$ cat src/rtl/hts_pkg.sv
package hts_pkg;

	// Result status codes.
	localparam logic [1:0] ST_STORED  = 2'd0;
	localparam logic [1:0] ST_FULL    = 2'd1;
	localparam logic [1:0] ST_MATCH   = 2'd2;
	localparam logic [1:0] ST_NOMATCH = 2'd3;

	// Request command codes.
	localparam logic CMD_ADD    = 1'b0;
	localparam logic CMD_SEARCH = 1'b1;

	// Fixed field widths of the stream payload.
	localparam int unsigned HASH_W  = 64;
	localparam int unsigned TAG_W   = 32;
	localparam int unsigned DIST_W  = 7;
	localparam int unsigned INDEX_W = 6;
	localparam int unsigned NBYTES  = HASH_W / 8;

	typedef logic [NBYTES-1:0][3:0] byte_counts_t;

	// Controller to datapath commands.
	typedef struct packed {
		logic load;   // capture the accepted request
		logic add;    // perform the append and load its status result
		logic issue;  // read the store entry at the scan address
		logic fin;    // load the closing result of a search
	} hts_cmd_t;

	// Datapath to controller status.
	typedef struct packed {
		logic adv;          // result register can take a new result
		logic store_empty;  // no entries stored
		logic addr_last;    // scan address is the last stored entry
		logic pipe_empty;   // no entry in flight in the compare pipeline
	} hts_sts_t;

	function automatic logic [3:0] popcnt8(input logic [7:0] v);
		logic [3:0] n;
		n = 4'd0;
		for (int i = 0; i < 8; i++) begin
			n = n + {3'd0, v[i]};
		end
		return n;
	endfunction

	function automatic logic [DIST_W-1:0] sum_counts(input byte_counts_t c);
		logic [DIST_W-1:0] s;
		s = '0;
		for (int i = 0; i < NBYTES; i++) begin
			s = s + DIST_W'(c[i]);
		end
		return s;
	endfunction

endpackage

$ cat src/rtl/hts_ctrl.sv
module hts_ctrl
	import hts_pkg::*;
(
	input  logic     clk,
	input  logic     arst_n,
	input  logic     req_valid,
	input  logic     req_command,
	output logic     req_ready,
	input  hts_sts_t sts,
	output hts_cmd_t cmd
);

	localparam logic [2:0] S_IDLE  = 3'd0;
	localparam logic [2:0] S_ADD   = 3'd1;
	localparam logic [2:0] S_SCAN  = 3'd2;
	localparam logic [2:0] S_DRAIN = 3'd3;
	localparam logic [2:0] S_FIN   = 3'd4;

	logic [2:0] state_q;
	logic [2:0] state_d;

	always_comb begin
		state_d   = state_q;
		cmd       = '0;
		req_ready = 1'b0;
		case (state_q)
			S_IDLE: begin
				req_ready = 1'b1;
				if (req_valid) begin
					cmd.load = 1'b1;
					state_d  = (req_command == CMD_ADD) ? S_ADD : S_SCAN;
				end
			end
			S_ADD: begin
				if (sts.adv) begin
					cmd.add = 1'b1;
					state_d = S_IDLE;
				end
			end
			S_SCAN: begin
				if (sts.store_empty) begin
					state_d = S_DRAIN;
				end else if (sts.adv) begin
					cmd.issue = 1'b1;
					if (sts.addr_last) begin
						state_d = S_DRAIN;
					end
				end
			end
			S_DRAIN: begin
				if (sts.pipe_empty) begin
					state_d = S_FIN;
				end
			end
			S_FIN: begin
				if (sts.adv) begin
					cmd.fin = 1'b1;
					state_d = S_IDLE;
				end
			end
			default: begin
				state_d = S_IDLE;
			end
		endcase
	end

	always_ff @(posedge clk or negedge arst_n) begin
		if (!arst_n) begin
			state_q <= S_IDLE;
		end else begin
			state_q <= state_d;
		end
	end

endmodule

$ cat config.mk
export PLATFORM = sky130hd
export DESIGN_NAME = hts_ctrl
export DESIGN_NICKNAME = d
export VERILOG_FILES = /design/src/rtl/hts_pkg.sv /design/src/rtl/hts_ctrl.sv
export SDC_FILE = /design/constraint.sdc
export NUM_CORES = 1
export LEC_CHECK = 0
export BUFFER_PORTS_ARGS = -buffer_cell sky130_fd_sc_hd__clkbuf_2
export CAP_MARGIN = 10
export CORE_AREA = 8 8 45 47
export DETAILED_ROUTE_END_ITERATION = 7
export DIE_AREA = 0 0 53 55
export SYNTH_ARGS = -nofsm -noshare
export SYNTH_HDL_FRONTEND = slang
export SYNTH_SLANG_ARGS = --single-unit
$ cat constraint.sdc
create_clock -name clk -period 2.35 [get_ports clk]
set_input_delay 0.235 -clock clk [delete_from_list [all_inputs] [get_ports clk]]
set_output_delay 0.235 -clock clk [all_outputs]
set_load 0.01 [all_outputs]
After elaboration in Yosys (flattened, before gate mapping)
Cells that the tools add are included.
{"block": "word_totals", "register_bits": 3, "inputBits": 8, "wordCells": 29}
{"block": "op_classes", "n_eq_ne": 9, "n_mux": 16, "n_reduce_logical": 3}
{"op": "two-way mux 3 bit", "count": 6}
{"op": "case mux 3 bit (4 select lines)", "count": 1}
{"op": "two-way mux 1 bit", "count": 8}
{"op": "== test 3 x 2 -> 1 bit, second input constant", "count": 2}
{"op": "!= test 3 bit, second input constant", "count": 2}
{"op": "AND reduction 5 bit", "count": 1}
{"op": "!= test 2 bit, second input constant", "count": 2}
{"op": "== test 3 x 1 -> 1 bit, second input constant", "count": 1}
{"op": "== test 3 bit, second input constant", "count": 1}
{"op": "zero test 3 bit", "count": 1}
{"op": "two-way mux 2 bit", "count": 1}
{"op": "!= test 2 x 1 -> 1 bit, second input constant", "count": 1}
{"op": "OR reduction 2 bit", "count": 1}

Depth between registers and ports, before layout
Gate-level depths: netlist (run 1).
{"block": "logic_depth", "word_depth": 4, "depth_mapped": 4, "ltp_nobuf": 3}

Least setup slack after synthesis (run 1)
Ideal clock, no wire load.
{"block": "synth_path", "path_type": "register to output", "start": "register state_q[1]", "end": "output port cmd[3] in the netlist's numbering", "arrival_time_ps": 927, "setup_slack_ps": 1188, "stages_incl_launch_ff": 4, "n_path_buf": 1, "path_cell_list": "dfrtp_1 buf_6 nor3_2 and2_1"}
{"item": "from (decl)", "line_no": "hts_ctrl.sv:19", "source": "logic [2:0] state_q;"}
{"item": "from (signal assigned)", "line_no": "hts_ctrl.sv:71", "source": "state_q <= state_d;"}
{"item": "to (decl)", "line_no": "hts_ctrl.sv:10", "source": "output hts_cmd_t cmd"}

==> results by group, run 1 <==
Setup path
  – Req. time, crit path: approximately 2100 ps
  – Reg2Reg Depth: 3
  – CP startpoint kind: flip-flop
  – Worst Setup Path Type: flip-flop to output port
  – Max FO, Critical Path: 9
  – CP endpoint kind: output port
  – End of the worst register-to-register path: state_q[0]$_DFFE_PN0P_
  – Reg2Reg Setup Slack: between 1000 and 1500 ps
  – FF-to-FF Start: state_q[0]$_DFFE_PN0P_
  – CP arrival: 1260 ps

Placement
  – IO buf count: 12
  – Final GP Congestion: 0.775
  – # placed instances: 52
  – Area after DPL: ~290 µm²

Power
  – P_leak: between 0.15 and 0.2 nW
  – Max rail drop VDD: between 0.2 and 0.25 mV
  – Power per cell area: 1100 nW/µm²

Floorplan
  – Site Rows: 14
  – Starting density of the core: 0.170
  – DIE AREA: 2920 µm²
  – Top Ports: 13
  – Die W: ~53 µm
  – Die H: between 50 and 60 µm
  – Core Region: 1380 µm²

Yosys
  – Count of unique library cells instantiated by Yosys: 17
  – #FFs+latches synth: 3
  – Yosys warns: 0
  – Post-Synthesis Cells: 26
  – Register area share after synthesis: 0.319
  – Syn Area/Cell: just over 9 µm²
  – Synth Net Count: 34
  – Cell Area, Synth: between 200 and 250 µm²

Min path
  – Hold Crit Start: sts[3]
  – Worst hold-check path type: input port to flip-flop
  – Worst hold endpoint: state_q[2]$_DFFE_PN0P_
  – Worst hold stages: 2

Route
  – Post-Route WL: between 600 and 700 µm
  – Vias: 240
  – Post-detailed-route count of antenna-violating nets: 0
  – Post-DR wirelength/cell: around 11 µm
  – Vias per Instance: 4.21
  – Initial DRC count: 2
  – Residual DRC: 0
  – Pre-Repair DR Iteration Count: 2

CTS
  – Clk root buf: clkbuf_4
  – Clock transition at path regs: around 40 ps
  – Htree depth: 1
  – Cts repair resizes: 0
  – Hold buffers post-CTS: 1
  – Clock latency on the worst-skew pair: 230 ps
  – Post CTS Setup Buffer Count: 0
  – Worst-case clock buffer depth: 2
  – Num CTS Buffers: 3
  – # clock sinks: 3
  – TritonCTS clock tree: yes

Flow run
  – Maxcap violations: 0

Finish
  – Fin cells: 57
  – Synthesis-to-layout area growth: 39.9%
  – Fillers: ~170
  – Final nets: 50
  – Biggest register: state_q
  – Design Area, Final: between 300 and 400 µm²
  – Layout cell share with drive strength beyond 1: 0.512
  – Largest regs: state_q x3
  – Max reg flops: 3
  – Ant. Diodes: 0

Timing
  – Measured slew at the worst slew-check pin: approximately 330 ps
  – Part of the cycle the worst path needs: 0.636
  – Slew Limit Fails: 0
  – Hold Violations, Final: 0
  – Setup total negative slack: 0 ps
  – Final setup viols: 0
  – Tmin final: 1490 ps
  – Max Fclk: ~0.67 GHz
  – RSZ-0062 raised after global routing: no
  – Slew headroom: 0.777
  – Final Skew: roughly 0.67 ps

Run status
  – Status: completed

Global route
  – Global-route wire length before repair: 1.05 mm
  – Largest net degree at the start of global routing: 10
  – Total gr overflow: 0
  – Initial antenna violation count: 0
  – Tot GR Track Use: 0.0525
  – Vias in the first global route: around 260
==> layer usage <==
layer | vias to the layer above | global-route usage | part of all wire
li1 | 120 | - | -
met1 | 110 | 0.0396 | 0.34
met2 | 8 | 0.0820 | 0.51
met3 | 2 | 0.0348 | 0.13
met4 | 0 | 0.0647 | 0.013
met5 | - | 0 | 0
==> area by class of cell <==
class / count / area, µm² / area share
Multi-Input combinational cell: 20 / 134 / 0.407
Timing Repair Buffer: 13 / 70.1 / 0.213
Clock buffer: 4 / 26.3 / 0.0798
Tap cell: 16 / 20.0 / 0.0608
Sequential cell: 3 / 75.1 / 0.228
Inverter: 1 / 3.75 / 0.0114
==> power by group <==
group	switching [mW]	internal, mW	total (mW)	leakage [nW]
sequential	0.0579	0.0732	0.131	0.0381
combinational	0.0643	0.0762	0.141	0.104
clock	0.0266	0.0636	0.0903	0.0150
total	0.149	0.213	0.362	0.157
==> cell families (layout without fill, tap and decap cells) <==
family                 count (synthesis)  count (layout)  share of synthesized area
buffers and inverters                  3              18                      0.112
AOI/OAI and AO/OA                      4               4                      0.175
and+or+nand+nor                       16              16                      0.394
DFF                                    3               3                      0.319
==> cells in the mapped netlist, drive strengths merged <==
library cell	instances	share of area
nand2	5	0.080
nor2	4	0.085
dfrtp	3	0.32
buf	2	0.096
nor3	2	0.064
a21oi	1	0.021
a221oi	1	0.064
a311oi	1	0.064
and2	1	0.027
inv	1	0.016
nand2b	1	0.027
nand3	1	0.043
nand3b	1	0.032
nor4b	1	0.037
o22ai	1	0.027
==> worst max-delay path by stage <==
stage | start | end | slack (ps) | cells past startpoint
after CTS | state_q[0]$_DFFE_PN0P_ | cmd[1] | 820 | 4
after global routing | state_q[0]$_DFFE_PN0P_ | cmd[2] | 710 | 2
after floorplan | state_q[1]$_DFFE_PN0P_ | cmd[3] | 1190 | 3
final | state_q[0]$_DFFE_PN0P_ | cmd[1] | 860 | 4
after detailed placement | state_q[0]$_DFFE_PN0P_ | cmd[1] | 1070 | 4
after global placement | state_q[0]$_DFFE_PN0P_ | cmd[1] | 1100 | 4
==> critical path, stage by stage (launching register included) <==
cell and delay (ps):
dfrtp_1 480, nor2_2 190, nand2_1 70, nor3_1 130, clkbuf_2 160
==> metrics by stage <==
| step | utilization | setup slack, ps | total power [mW] | hold slack (ps) |
|---|---|---|---|---|
| 2_1_floorplan | - | 1190 | 0.257 | -60.6 |
| 3_3_place_gp | 0.212 | 1100 | 0.273 | 33.0 |
| 3_5_place_dp | 0.212 | 1070 | 0.276 | 34.2 |
| 4_1_cts | 0.238 | 823 | 0.372 | 241 |
| 5_1_grt | 0.238 | 706 | 0.401 | 259 |
| 6_report | 0.238 | 855 | 0.362 | 241 |
==> layout by cell type (no fill, tap or decap) <==
master	n
clkbuf_2	12
nand2_1	5
clkbuf_4	3
dfrtp_1	3
nor2_2	2
nor2_1	2
nor3_2	1
inv_1	1
nor3_1	1
nor4b_1	1
and2_1	1
nand3b_1	1
a21oi_1	1
nand3_2	1
o22ai_1	1
nand2b_1	1
a221oi_2	1
a311oi_2	1
clkbuf_1	1
dlygate4sd3_1	1
(Power assumes the default switching activity.)
==> run 2: changes to the inputs <==
clock period = 1.55 ns   (was 2.35 ns; I/O delays follow)
==> run 2 against run 1 <==
Cell area rose by 0.38%; global-route usage grew 0.22 points; critical path type unchanged; via count shrank 4.6%; critical path depth is the same; clock skew barely moved; total power increased by 55%; largest power group unchanged; sequential share of layout area increased by 0.29 points; first-iteration DRC count increased to 2.5 times the previous value.
==> results by group, run 2 (synthesized netlist as in run 1, its figures left out) <==
CTS
  – TritonCTS clock tree: yes
  – # clock sinks: 3
  – Htree depth: 1
  – Clock transition at path regs: 40 ps
  – Worst-case clock buffer depth: 2
  – Clk root buf: clkbuf_4
  – Clock latency on the worst-skew pair: between 200 and 250 ps
  – Num CTS Buffers: 3

Min path
  – Worst hold-check path type: input port to flip-flop

Finish
  – Commonest non-fill, non-tap cells in the layout: clkbuf_2 (12), nand2_1 (5), clkbuf_4 (3)
  – Commonest non-fill, non-tap cell in the layout: clkbuf_2
  – Fillers: ~150
  – Biggest register: state_q
  – Max reg flops: 3
  – Ant. Diodes: 0
  – Final nets: 50
  – Synthesis-to-layout area growth: 40.4%
  – Largest regs: state_q x3
  – Layout cell share with drive strength beyond 1: 0.537
  – Fin cells: 57

Global route
  – Global-route wire length before repair: roughly 1.1 mm
  – Largest net degree at the start of global routing: 10
  – Initial antenna violation count: 0
  – Tot GR Track Use: 0.0547
  – Total gr overflow: 0
  – Vias in the first global route: roughly 240

Timing
  – Tmin final: ~1400 ps
  – Final Skew: between 0.6 and 0.7 ps
  – Max Fclk: ~0.7 GHz
  – Final setup viols: 0
  – RSZ-0062 raised after global routing: no
  – Slew headroom: 0.784
  – Setup total negative slack: 0 ps
  – Part of the cycle the worst path needs: 0.898
  – Hold Violations, Final: 0
  – Measured slew at the worst slew-check pin: 324 ps
  – Slew Limit Fails: 0

Power
  – Gate power share: 0.395
  – Power per cell area: roughly 1700 nW/µm²
  – Switching Share: 0.416
  – Sequential share of power: 0.358
  – P_leak: 0.156 nW
  – Max rail drop VDD: around 0.42 mV
  – Clock Power Share: 0.246
  – Int Pwr: about 0.33 mW
  – Total power: around 0.56 mW
  – Net Sw Power: ~0.23 mW

Floorplan
  – Top Ports: 13
  – DIE AREA: around 2900 µm²
  – Die H: 55 µm
  – Core Region: approximately 1400 µm²
  – Die W: ~53 µm
  – Site Rows: 14
  – Starting density of the core: 0.170

Setup path
  – CP startpoint kind: flip-flop
  – Worst Setup Path Type: flip-flop to output port
  – Buf/Inv on CP: 1
  – Req. time, crit path: 1390 ps
  – Worst-path cell chain: nor2_2 -> nand2_1 -> nor3_1 -> clkbuf_2
  – CP arrival: between 1000 and 1500 ps
  – CP max-delay cell: dfrtp_2
  – Max FO, Critical Path: 9
  – CP top delay family: flip-flops
  – CP endpoint kind: output port
  – CP max stage delay: around 470 ps

Route
  – Post-Route WL: between 600 and 700 µm
  – Initial DRC count: 5
  – Post-DR wirelength/cell: approximately 12 µm
  – Vias per Instance: 4.02
  – Residual DRC: 0
  – Vias: about 230
  – Post-detailed-route count of antenna-violating nets: 0
  – Pre-Repair DR Iteration Count: 3

Placement
  – Final GP Congestion: about 0.77
  – IO buf count: 12
  – # placed instances: between 50 and 60

Run status
  – Status: completed

Flow run
  – Maxcap violations: 0
==> run 2: changes by cell type in the layout (fill, tap and decap cells not counted) <==
cell | previous run | this run
dfrtp_2 | 0 | 1
dfrtp_1 | 3 | 2
==> run 2: final cells by class <==
type / instances / area (µm²) / area share
multi-input cells: 20 / 134 / 0.405
flip-flops and latches: 3 / 76.3 / 0.231
repair buffers: 13 / 70.1 / 0.212
clock buffers: 4 / 26.3 / 0.0795
well taps: 16 / 20.0 / 0.0606
inverters: 1 / 3.75 / 0.0114
==> run 2: routing by layer <==
layer | GRT usage | share of wire | vias up
li1 | - | - | 121
met1 | 0.0457 | 0.39 | 102
met2 | 0.0840 | 0.52 | 6
met3 | 0.0321 | 0.080 | 0
met4 | 0.0647 | 0 | 0
met5 | 0 | 0 | -
==> run 2: worst paths after layout <==
path                                        startpoint                      to  slack (ps)  cells past startpoint
worst max-delay path            state_q[0]$_DFFE_PN0P_                  cmd[1]         160                      4
worst min-delay path                            sts[3]  state_q[2]$_DFFE_PN0P_         150                      2
worst max register to register  state_q[1]$_DFFE_PN0P_  state_q[0]$_DFFE_PN0P_         540                      3
worst min register to register  state_q[2]$_DFFE_PN0P_  state_q[1]$_DFFE_PN0P_         580                      1
max in group asynchronous                       arst_n  state_q[0]$_DFFE_PN0P_        1180                      2
min in group asynchronous                       arst_n  state_q[0]$_DFFE_PN0P_         250                      2
==> run 2: what timing repair did <==
| action | in CTS | in global routing |
|---|---|---|
| hold buffers | 1 | 0 |
| hold endpoints to repair | 3 | 0 |
| setup buffers | 0 | 0 |
| endpoints found under the setup margin | 0 | 1 |
| gates resized for setup | 0 | 1 |
==> run 2: power by group through the flow <==
stage	combinational (mW)	clock (mW)	sequential (mW)
final	0.221	0.138	0.200
after global routing	0.252	0.153	0.211
after CTS	0.229	0.146	0.197
after detailed placement	0.226	0	0.198
after global placement	0.217	0	0.193
after floorplan	0.257	0	0.132
==> run 2: metrics by stage <==
stage / setup slack [ps] / util / instance area [µm²] / hold slack, ps
floorplan: 468 / - / 235 / -141
global placement: 389 / 0.212 / 293 / -46.8
detailed placement: 355 / 0.212 / 293 / -44.9
CTS: 96.7 / 0.238 / 329 / 145
global route: 46.9 / 0.239 / 330 / 146
finish: 158 / 0.239 / 330 / 151
